**src/rtl/rfccs_pkg.sv**
```systemverilog
`timescale 1ns / 1ps

package rfccs_pkg;

	localparam int CLK_W = 31;

	localparam logic [25:0] RATE_LO = 26'd520833;
	localparam logic [25:0] RATE_HI = 26'd61440000;

	localparam logic [31:0] LIM_FIR_IN = 32'd122880000;
	localparam logic [31:0] LIM_HB1_IN = 32'd245760000;
	localparam logic [31:0] LIM_HB2_IN = 32'd320000000;

	localparam logic [CLK_W-1:0] MIN_CONV_HZ = 31'd25000000;
	localparam logic [CLK_W-1:0] MAX_ADC_HZ  = 31'd640000000;
	localparam logic [CLK_W-1:0] MAX_DAC_HZ  = 31'd320000000;

	localparam logic [37:0] PLL_LO_HZ = 38'd714928500;
	localparam logic [37:0] PLL_HI_HZ = 38'd1430143000;

	localparam logic [1:0] LAST_FIR       = 2'd2;
	localparam logic [2:0] LAST_SET       = 3'd6;
	localparam logic [2:0] DIV2_SET_LIMIT = 3'd5;
	localparam logic [2:0] LAST_MUL       = 3'd5;
	localparam logic [2:0] MAX_PLL_SHIFT  = 3'd6;
	localparam logic [2:0] LAST_STAGE     = 3'd5;

	localparam logic [2:0] STAGE_PLL  = 3'd0;
	localparam logic [2:0] STAGE_CONV = 3'd1;
	localparam logic [2:0] STAGE_HB3  = 3'd2;
	localparam logic [2:0] STAGE_HB2  = 3'd3;
	localparam logic [2:0] STAGE_HB1  = 3'd4;

	// half-band factor codes
	localparam logic [1:0] HB_X1 = 2'd1;
	localparam logic [1:0] HB_X2 = 2'd2;
	localparam logic [1:0] HB_X3 = 2'd3;

	typedef enum logic [3:0] {
		S_IDLE,
		S_RANGE,
		S_CALC,
		S_TEST,
		S_PLL,
		S_DIV,
		S_ADV,
		S_EMIT,
		S_FAIL
	} state_t;

	typedef struct packed {
		logic       load;
		logic       clear_best;
		logic       calc;
		logic       pll_try;
		logic       commit;
		logic       emit;
		logic       emit_fail;
		logic [1:0] fir_idx;
		logic [2:0] set_idx;
		logic [2:0] mul_idx;
		logic [2:0] stage;
	} cmd_t;

	typedef struct packed {
		logic range_ok;
		logic set_ok;
		logic pll_hit;
		logic found;
	} status_t;

	// sets in scan order: (3,2,2) (2,2,2) (3,2,1) (2,2,1) (2,1,1) (3,1,1) (1,1,1)
	function automatic logic [1:0] set_hb3(input logic [2:0] s);
		case (s)
			3'd0, 3'd2, 3'd5: set_hb3 = HB_X3;
			3'd1, 3'd3, 3'd4: set_hb3 = HB_X2;
			default:          set_hb3 = HB_X1;
		endcase
	endfunction

	function automatic logic [1:0] set_hb2(input logic [2:0] s);
		case (s)
			3'd0, 3'd1, 3'd2, 3'd3: set_hb2 = HB_X2;
			default:                set_hb2 = HB_X1;
		endcase
	endfunction

	function automatic logic [1:0] set_hb1(input logic [2:0] s);
		case (s)
			3'd0, 3'd1: set_hb1 = HB_X2;
			default:    set_hb1 = HB_X1;
		endcase
	endfunction

	function automatic logic [31:0] hb_scale(input logic [31:0] x, input logic [1:0] f);
		case (f)
			HB_X2:   hb_scale = x << 1;
			HB_X3:   hb_scale = x + (x << 1);
			default: hb_scale = x;
		endcase
	endfunction

endpackage

```
**src/rtl/rfccs_ctrl.sv**
```systemverilog
`timescale 1ns / 1ps

module rfccs_ctrl (
	input  logic              clk,
	input  logic              arst_n,
	input  logic              start,
	output logic              busy,
	input  rfccs_pkg::status_t status,
	output rfccs_pkg::cmd_t    cmd
);

	rfccs_pkg::state_t state_q, state_d;
	logic [1:0] fir_q;
	logic [2:0] set_q;
	logic [2:0] mul_q;
	logic [2:0] stage_q;

	assign busy = (state_q != rfccs_pkg::S_IDLE);

	always_comb begin
		state_d = state_q;
		case (state_q)
			rfccs_pkg::S_IDLE: begin
				if (start)
					state_d = rfccs_pkg::S_RANGE;
			end
			rfccs_pkg::S_RANGE: begin
				state_d = status.range_ok ? rfccs_pkg::S_CALC : rfccs_pkg::S_FAIL;
			end
			rfccs_pkg::S_CALC: state_d = rfccs_pkg::S_TEST;
			rfccs_pkg::S_TEST: begin
				state_d = status.set_ok ? rfccs_pkg::S_PLL : rfccs_pkg::S_ADV;
			end
			rfccs_pkg::S_PLL: begin
				if (status.pll_hit)
					state_d = rfccs_pkg::S_DIV;
				else if (mul_q == rfccs_pkg::LAST_MUL)
					state_d = rfccs_pkg::S_ADV;
			end
			rfccs_pkg::S_DIV: state_d = rfccs_pkg::S_ADV;
			rfccs_pkg::S_ADV: begin
				if (set_q != rfccs_pkg::LAST_SET)
					state_d = rfccs_pkg::S_CALC;
				else if (status.found)
					state_d = rfccs_pkg::S_EMIT;
				else if (fir_q == rfccs_pkg::LAST_FIR)
					state_d = rfccs_pkg::S_FAIL;
				else
					state_d = rfccs_pkg::S_CALC;
			end
			rfccs_pkg::S_EMIT: begin
				if (stage_q == rfccs_pkg::LAST_STAGE)
					state_d = rfccs_pkg::S_IDLE;
			end
			rfccs_pkg::S_FAIL: state_d = rfccs_pkg::S_IDLE;
			default:           state_d = rfccs_pkg::S_IDLE;
		endcase
	end

	always_comb begin
		cmd         = '0;
		cmd.fir_idx = fir_q;
		cmd.set_idx = set_q;
		cmd.mul_idx = mul_q;
		cmd.stage   = stage_q;
		case (state_q)
			rfccs_pkg::S_IDLE:  cmd.load = start;
			rfccs_pkg::S_RANGE: cmd.clear_best = 1'b1;
			rfccs_pkg::S_CALC:  cmd.calc = 1'b1;
			rfccs_pkg::S_PLL:   cmd.pll_try = 1'b1;
			rfccs_pkg::S_DIV:   cmd.commit = 1'b1;
			rfccs_pkg::S_ADV: begin
				cmd.clear_best = (set_q == rfccs_pkg::LAST_SET) && !status.found &&
					(fir_q != rfccs_pkg::LAST_FIR);
			end
			rfccs_pkg::S_EMIT:  cmd.emit = 1'b1;
			rfccs_pkg::S_FAIL:  cmd.emit_fail = 1'b1;
			default:            cmd = cmd;
		endcase
	end

	always_ff @(posedge clk or negedge arst_n) begin
		if (!arst_n) begin
			state_q <= rfccs_pkg::S_IDLE;
			fir_q   <= '0;
			set_q   <= '0;
			mul_q   <= '0;
			stage_q <= '0;
		end else begin
			state_q <= state_d;
			case (state_q)
				rfccs_pkg::S_RANGE: begin
					fir_q   <= '0;
					set_q   <= '0;
					stage_q <= '0;
				end
				rfccs_pkg::S_TEST: mul_q <= '0;
				rfccs_pkg::S_PLL: begin
					if (!status.pll_hit && mul_q != rfccs_pkg::LAST_MUL)
						mul_q <= mul_q + 3'd1;
				end
				rfccs_pkg::S_ADV: begin
					if (set_q != rfccs_pkg::LAST_SET) begin
						set_q <= set_q + 3'd1;
					end else if (!status.found && fir_q != rfccs_pkg::LAST_FIR) begin
						fir_q <= fir_q + 2'd1;
						set_q <= '0;
					end
				end
				rfccs_pkg::S_EMIT: stage_q <= stage_q + 3'd1;
				default: stage_q <= stage_q;
			endcase
		end
	end

endmodule

```
**src/rtl/rfccs_dp.sv**
```systemverilog
`timescale 1ns / 1ps

module rfccs_dp (
	input  logic                          clk,
	input  logic                          arst_n,
	input  logic                          cfg_we,
	input  logic                          cfg_wdata,
	input  logic [25:0]                   wanted_sample_rate,
	input  rfccs_pkg::cmd_t               cmd,
	output rfccs_pkg::status_t            status,
	output logic                          result_valid,
	output logic [2:0]                    stage_index,
	output logic [rfccs_pkg::CLK_W-1:0]   rx_clock,
	output logic [rfccs_pkg::CLK_W-1:0]   tx_clock,
	output logic                          failed,
	output logic                          last
);

	localparam int W = rfccs_pkg::CLK_W;

	logic        gov_q;
	logic [25:0] rate_q;

	logic [31:0] c4, c3, c2, c1;
	logic [1:0]  fir_sh;
	logic [1:0]  hb3;
	logic        chain_ok;

	logic [W-1:0] r4_q, r3_q, r2_q, r1_q, r0_q;
	logic         set_ok_q;

	logic [2:0]  pll_sh;
	logic [37:0] pll_prod;
	logic        pll_hit;

	logic [W-1:0] half;
	logic         div1, div2, better;

	logic [W-1:0] best_r0_q, best_r1_q, best_r2_q, best_r3_q, best_r4_q;
	logic [2:0]   best_set_q;
	logic         best_div2_q;
	logic         found_q;

	logic [W-1:0] sel_rx;
	logic         halve;

	logic         valid_q;
	logic [2:0]   stage_q;
	logic [W-1:0] rx_q, tx_q;
	logic         failed_q, last_q;

	always_ff @(posedge clk or negedge arst_n) begin
		if (!arst_n)
			gov_q <= 1'b0;
		else if (cfg_we)
			gov_q <= cfg_wdata;
	end

	always_ff @(posedge clk) begin
		if (cmd.load)
			rate_q <= wanted_sample_rate;
	end

	assign fir_sh = 2'd2 - cmd.fir_idx;
	assign hb3    = rfccs_pkg::set_hb3(cmd.set_idx);

	always_comb begin
		c4 = {6'd0, rate_q} << fir_sh;
		c3 = rfccs_pkg::hb_scale(c4, rfccs_pkg::set_hb1(cmd.set_idx));
		c2 = rfccs_pkg::hb_scale(c3, rfccs_pkg::set_hb2(cmd.set_idx));
		c1 = rfccs_pkg::hb_scale(c2, hb3);
		chain_ok = (c4 <= rfccs_pkg::LIM_FIR_IN) && (c3 <= rfccs_pkg::LIM_HB1_IN) &&
			(c2 <= rfccs_pkg::LIM_HB2_IN) && !(gov_q && hb3 == rfccs_pkg::HB_X3);
	end

	always_ff @(posedge clk) begin
		if (cmd.calc) begin
			r4_q     <= c4[W-1:0];
			r3_q     <= c3[W-1:0];
			r2_q     <= c2[W-1:0];
			r1_q     <= c1[W-1:0];
			set_ok_q <= chain_ok;
		end
	end

	// multiplier 64 down to 2
	assign pll_sh   = rfccs_pkg::MAX_PLL_SHIFT - cmd.mul_idx;
	assign pll_prod = {7'd0, r1_q} << pll_sh;
	assign pll_hit  = (pll_prod >= rfccs_pkg::PLL_LO_HZ) && (pll_prod <= rfccs_pkg::PLL_HI_HZ);

	always_ff @(posedge clk) begin
		if (cmd.pll_try && pll_hit)
			r0_q <= pll_prod[W-1:0];
	end

	assign half   = r1_q >> 1;
	assign div1   = (r1_q >= rfccs_pkg::MIN_CONV_HZ) && (r1_q <= rfccs_pkg::MAX_DAC_HZ);
	assign div2   = (r1_q >= rfccs_pkg::MIN_CONV_HZ) && (r1_q <= rfccs_pkg::MAX_ADC_HZ) &&
		(half >= rfccs_pkg::MIN_CONV_HZ) && (half <= rfccs_pkg::MAX_DAC_HZ) &&
		(cmd.set_idx < rfccs_pkg::DIV2_SET_LIMIT);
	assign better = !found_q || (r1_q > best_r1_q);

	always_ff @(posedge clk or negedge arst_n) begin
		if (!arst_n)
			found_q <= 1'b0;
		else if (cmd.clear_best)
			found_q <= 1'b0;
		else if (cmd.commit && (div1 || div2) && better)
			found_q <= 1'b1;
	end

	always_ff @(posedge clk) begin
		if (cmd.commit && (div1 || div2) && better) begin
			best_r0_q   <= r0_q;
			best_r1_q   <= r1_q;
			best_r2_q   <= r2_q;
			best_r3_q   <= r3_q;
			best_r4_q   <= r4_q;
			best_set_q  <= cmd.set_idx;
			best_div2_q <= !div1;
		end
	end

	always_comb begin
		case (cmd.stage)
			rfccs_pkg::STAGE_PLL:  sel_rx = best_r0_q;
			rfccs_pkg::STAGE_CONV: sel_rx = best_r1_q;
			rfccs_pkg::STAGE_HB3:  sel_rx = best_r2_q;
			rfccs_pkg::STAGE_HB2:  sel_rx = best_r3_q;
			rfccs_pkg::STAGE_HB1:  sel_rx = best_r4_q;
			default:               sel_rx = {5'd0, rate_q};
		endcase
		halve = best_div2_q && (cmd.stage != rfccs_pkg::STAGE_PLL) &&
			((best_set_q inside {[3'd0:3'd1]} && cmd.stage <= rfccs_pkg::STAGE_HB2) ||
			 (best_set_q inside {[3'd2:3'd3]} && cmd.stage <= rfccs_pkg::STAGE_HB3));
	end

	always_ff @(posedge clk or negedge arst_n) begin
		if (!arst_n)
			valid_q <= 1'b0;
		else
			valid_q <= cmd.emit || cmd.emit_fail;
	end

	always_ff @(posedge clk) begin
		if (cmd.emit) begin
			stage_q  <= cmd.stage;
			rx_q     <= sel_rx;
			tx_q     <= halve ? (sel_rx >> 1) : sel_rx;
			failed_q <= 1'b0;
			last_q   <= (cmd.stage == rfccs_pkg::LAST_STAGE);
		end else if (cmd.emit_fail) begin
			stage_q  <= rfccs_pkg::STAGE_PLL;
			rx_q     <= '0;
			tx_q     <= '0;
			failed_q <= 1'b1;
			last_q   <= 1'b1;
		end
	end

	assign status.range_ok = (rate_q >= rfccs_pkg::RATE_LO) && (rate_q <= rfccs_pkg::RATE_HI);
	assign status.set_ok   = set_ok_q;
	assign status.pll_hit  = pll_hit;
	assign status.found    = found_q;

	assign result_valid = valid_q;
	assign stage_index  = stage_q;
	assign rx_clock     = rx_q;
	assign tx_clock     = tx_q;
	assign failed       = failed_q;
	assign last         = last_q;

endmodule

```
**src/rtl/rf_clock_chain_search.sv**
```systemverilog
`timescale 1ns / 1ps

// Clock chain search for the receive and transmit paths.
// Request: pulse start with wanted_sample_rate while busy is low; that edge
// takes the transaction and busy rises on the next cycle.
// Configuration: cfg_we with cfg_wdata writes rate_governor_on; write only
// while busy is low.
// Results: each result sits on stage_index, rx_clock, tx_clock, failed and
// last for one cycle, marked by result_valid. A good chain gives six results
// on consecutive cycles, PLL first, last set on the sample rate. A rate out
// of range or no usable chain gives one result with failed and last set.
// Search: each candidate set is evaluated and tested; a set that passes
// runs the PLL multiplier search (up to six multipliers, one multiplier a
// cycle), then a divider step if a multiplier hits; every set ends with a
// step to the next. 21 sets worst case. One transaction at a time; busy
// falls as the last result shows, so the next transaction can be taken in
// that cycle.
// The receiver cannot stall.
// Reset: asynchronous, clears the controller, result strobe and the
// governor register (off).

module rf_clock_chain_search (
	input  logic        clk,
	input  logic        arst_n,
	input  logic        start,
	output logic        busy,
	input  logic [25:0] wanted_sample_rate,
	input  logic        cfg_we,
	input  logic        cfg_wdata,
	output logic        result_valid,
	output logic [2:0]  stage_index,
	output logic [30:0] rx_clock,
	output logic [30:0] tx_clock,
	output logic        failed,
	output logic        last
);

	rfccs_pkg::cmd_t    cmd;
	rfccs_pkg::status_t status;

	rfccs_ctrl u_ctrl (
		.clk    (clk),
		.arst_n (arst_n),
		.start  (start),
		.busy   (busy),
		.status (status),
		.cmd    (cmd)
	);

	rfccs_dp u_dp (
		.clk                (clk),
		.arst_n             (arst_n),
		.cfg_we             (cfg_we),
		.cfg_wdata          (cfg_wdata),
		.wanted_sample_rate (wanted_sample_rate),
		.cmd                (cmd),
		.status             (status),
		.result_valid       (result_valid),
		.stage_index        (stage_index),
		.rx_clock           (rx_clock),
		.tx_clock           (tx_clock),
		.failed             (failed),
		.last               (last)
	);

endmodule

```
**config.mk**
```make
export PLATFORM = sky130hd
export DESIGN_NAME = rf_clock_chain_search
export DESIGN_NICKNAME = d
export VERILOG_FILES = /design/src/rtl/rfccs_pkg.sv /design/src/rtl/rfccs_ctrl.sv /design/src/rtl/rfccs_dp.sv /design/src/rtl/rf_clock_chain_search.sv
export SDC_FILE = /design/constraint.sdc
export NUM_CORES = 1
export LEC_CHECK = 0
export BUFFER_PORTS_ARGS = -buffer_cell sky130_fd_sc_hd__buf_2
export CORE_ASPECT_RATIO = 0.6
export CORE_MARGIN = 2
export CORE_UTILIZATION = 43
export CTS_BUF_LIST = sky130_fd_sc_hd__clkbuf_2 sky130_fd_sc_hd__clkbuf_4 sky130_fd_sc_hd__clkbuf_8
export DETAILED_ROUTE_END_ITERATION = 12
export GPL_TIMING_DRIVEN = 0
export PLACE_DENSITY = 0.64
export SLEW_MARGIN = 20
export SYNTH_ARGS = -nofsm -noshare
export SYNTH_HDL_FRONTEND = slang
export SYNTH_SLANG_ARGS = --single-unit
```
**constraint.sdc**
```tcl
create_clock -name clk -period 13.97 [get_ports clk]
set_input_delay 2.794 -clock clk [delete_from_list [all_inputs] [get_ports clk]]
set_output_delay 2.794 -clock clk [all_outputs]
set_load 0.05 [all_outputs]
```
==> qor.yml <==
num_rows: 65
hold_buffers: 0
start_util_pct: 43.5
placed_area_um2: 24500
finalMaxSlewViolations: 0
place.gp.congestion: 0.973
leakage_nw: 9.55
setup_tns_ps: 0
synth_seq_cells: 419
hold_viol: 0
num_vias: 18700
worstPathArrival_ps: 8950
cap_violations: 0
run_status: "complete, no violations"
max_freq_mhz: 116
ys_async_sr_fraction_pct: 4.30
synth_area_leader_cell: "edfxtp_1"
antenna_found_initial: 3
synth_edf_count: 400
drt_wl_total_mm: 79.5
yosys.area_share.simple_pct: 11.8
drtIter0Drc: 2769
fin_area_um2: 25800
clk_latency_ps: 660
routed_via_density: 6.30
p_per_area_nw_per_um2: 264
hp-class: "register to register"
firstDrtPassIters: 7
grt_pass1_vias: 17000
synthMuxAreaShare_pct: 8.31
dp_slack_ps: 5670
cts_buffers: 66
place_inst: 2846
root_buffer: "clkbuf_8"
ant_nets: 0
synth_cell_types: 81
period_minus_slack_ps: 8610
cts_resized: 0
synthesis.area_um2: 22800
cts_tree: "yes"
drive_gt1_share_pct: 16.0
grt_use_total_pct: 28.5
relSlewSlack_pct: 24.5
crit_path_max_fanout: 10
clkSinkCount: 419
synth.most_common_cell: "edfxtp_1"
synth_area_leaders: "edfxtp_1 53%, ha_1 4.5%, nand2_1 3.2%"
area_delta_synth_final_pct: 13.0
drc: 0
tightest_slew_ps: 1120
synth-adder-area-share_pct: 4.62
wl_per_cell_um: 26.8
setup_slack_ps: 5360
syn_area_per_cell_um2: 11.3
startpoint_type: "register"
yosysSeqAreaShare_pct: 54.6
synth_compound_area_share_pct: 15.9
htreeDepth: 3
irDropWorstVdd_v: 0.000188
path_clk_slew_ps: 60
hpwl_mm: 60.9
min_period_over_period_pct: 61.6
critical_path_required_ps: 14310
die_h_um: 183
clockBufferDepth: 3
ys_warn_count: 0
setup.worst_path.class: "register to register"
post_cts.repair.setup_buffers: 0
synth_cells: 2025
synth_flop_cell: "edfxtp_1"
synth_top_area_share_pct: 52.6
synth_nets: 2139
grt_max_degree: 37
final_nets: 2325
io_buffers: 99
fillers: 4778
synth_top_family_by_area: "compound AO/OA/AOI/OAI gates"
fin_cells: 2966
top_level_ports: 100
synthTopCellsByCount: "400 x edfxtp_1, 193 x nand2_1, 175 x nor2_1"
skew_ps: 52.2
core_um2: 52500
setup_viol: 0
rsz0062_at_grt: "no"
fp.dieArea_um2: 55100
synthXorXnorAreaFrac_pct: 0.805
cp-end-kind: "register"
grt_pass1_wl_mm: 114
grt_overflow: 0
fp.dieW_um: 302
-- cell type report --
| cell class | instances | area, um2 | area share [%] |
|---|---|---|---|
| Clock buffer | 89 | 1100 | 4.26 |
| Tap cell | 703 | 880 | 3.41 |
| Inverter | 100 | 375 | 1.45 |
| Buffer | 127 | 507 | 1.96 |
| Sequential cell | 419 | 12500 | 48.3 |
| Multi-Input combinational cell | 1379 | 9530 | 36.9 |
| Clock inverter | 29 | 199 | 0.770 |
| Antenna cell | 2 | 5.00 | 0.0194 |
| Timing Repair Buffer | 118 | 747 | 2.89 |
-- state kept, by name, summed over array words and instances (netlist names), 26 cells and up --
register	cells
u_dp.r4_q	29
u_dp.r2_q	31
u_dp.best_r0_q	31
u_dp.best_r3_q	30
u_dp.best_r1_q	31
u_dp.rx_clock	31
u_dp.best_r2_q	31
u_dp.best_r4_q	29
u_dp.rate_q	26
u_dp.r1_q	31
u_dp.tx_clock	31
u_dp.r3_q	30
u_dp.r0_q	31
-- critical path, cell delays in order, from the launching register on --
cell,delay (ps)
dfrtp_1,360
buf_2,260
clkinv_1,290
clkbuf_1,300
buf_1,350
ha_1,520
buf_6,200
buf_2,290
buf_1,520
clkbuf_1,560
nor2_1,240
nand2_1,110
o21ai_0,150
o21ai_0,730
inv_1,190
ha_1,370
nor2b_1,140
o21a_1,200
o22a_1,170
o21ai_0,580
a31oi_1,310
a221o_1,400
a21o_1,270
a221o_1,360
xnor2_1,240
o221ai_1,150
-- report_power, final --
| part | internal (W) | leakage, nW | switching, W |
|---|---|---|---|
| clock | 0.000537 | 0.673 | 0.000508 |
| combinational | 0.00120 | 4.96 | 0.00245 |
| sequential | 0.00184 | 3.92 | 0.000269 |
-- per-stage QoR --
| stage | total power [W] | util, % | hold slack [ps] |
|---|---|---|---|
| 2_1_floorplan | 0.00437 | - | 400 |
| 3_3_place_gp | 0.00556 | 46.1 | 400 |
| 3_5_place_dp | 0.00562 | 46.7 | 405 |
| 4_1_cts | 0.00666 | 49.1 | 382 |
| 5_1_grt | 0.00712 | 49.1 | 412 |
| 6_report | 0.00681 | 49.1 | 386 |
-- worst paths after layout --
kind                       slack (ps)  cells after the start       startpoint                 to
min                               390                      0     u_dp.r2_q[9]  u_dp.best_r2_q[9]
max                              5360                     25  u_ctrl.fir_q[0]      u_dp.r1_q[27]
max reg2reg                      5360                     25  u_ctrl.fir_q[0]      u_dp.r1_q[27]
min reg2reg                       390                      0     u_dp.r2_q[9]  u_dp.best_r2_q[9]
max in group asynchronous       11380                      1           arst_n         u_dp.gov_q
min in group asynchronous        2160                      1           arst_n    u_ctrl.fir_q[0]
-- per-layer routing --
layer  part of all wire [%]  GRT usage (%)  vias to the layer above
li1                       -              -                     8082
met1                     45           45.9                     9149
met2                     37           35.7                     1333
met3                     15           9.35                      122
met4                    2.0           6.77                        0
met5                      0              0                        -
-- cells in the final DEF (no fill, tap or decap), types with 37 or more instances in the layout --
cell type / count
a21oi_1: 114
a22oi_1: 37
buf_2: 116
clkbuf_1: 92
clkbuf_8: 69
edfxtp_1: 400
ha_1: 82
inv_1: 97
mux2_2: 59
mux2i_1: 52
nand2_1: 193
nor2_1: 175
o211ai_1: 48
o21ai_0: 132
-- cell families (layout without fill, tap and decap cells) --
family	count (synthesis)	after routing
flops	419	419
xor+xnor	21	21
compound gates	550	550
mux	143	143
other cells	0	2
simple gates	581	581
buf+inv	227	463
fa+ha+maj	84	84
Power figures use the tool's default switching activity.
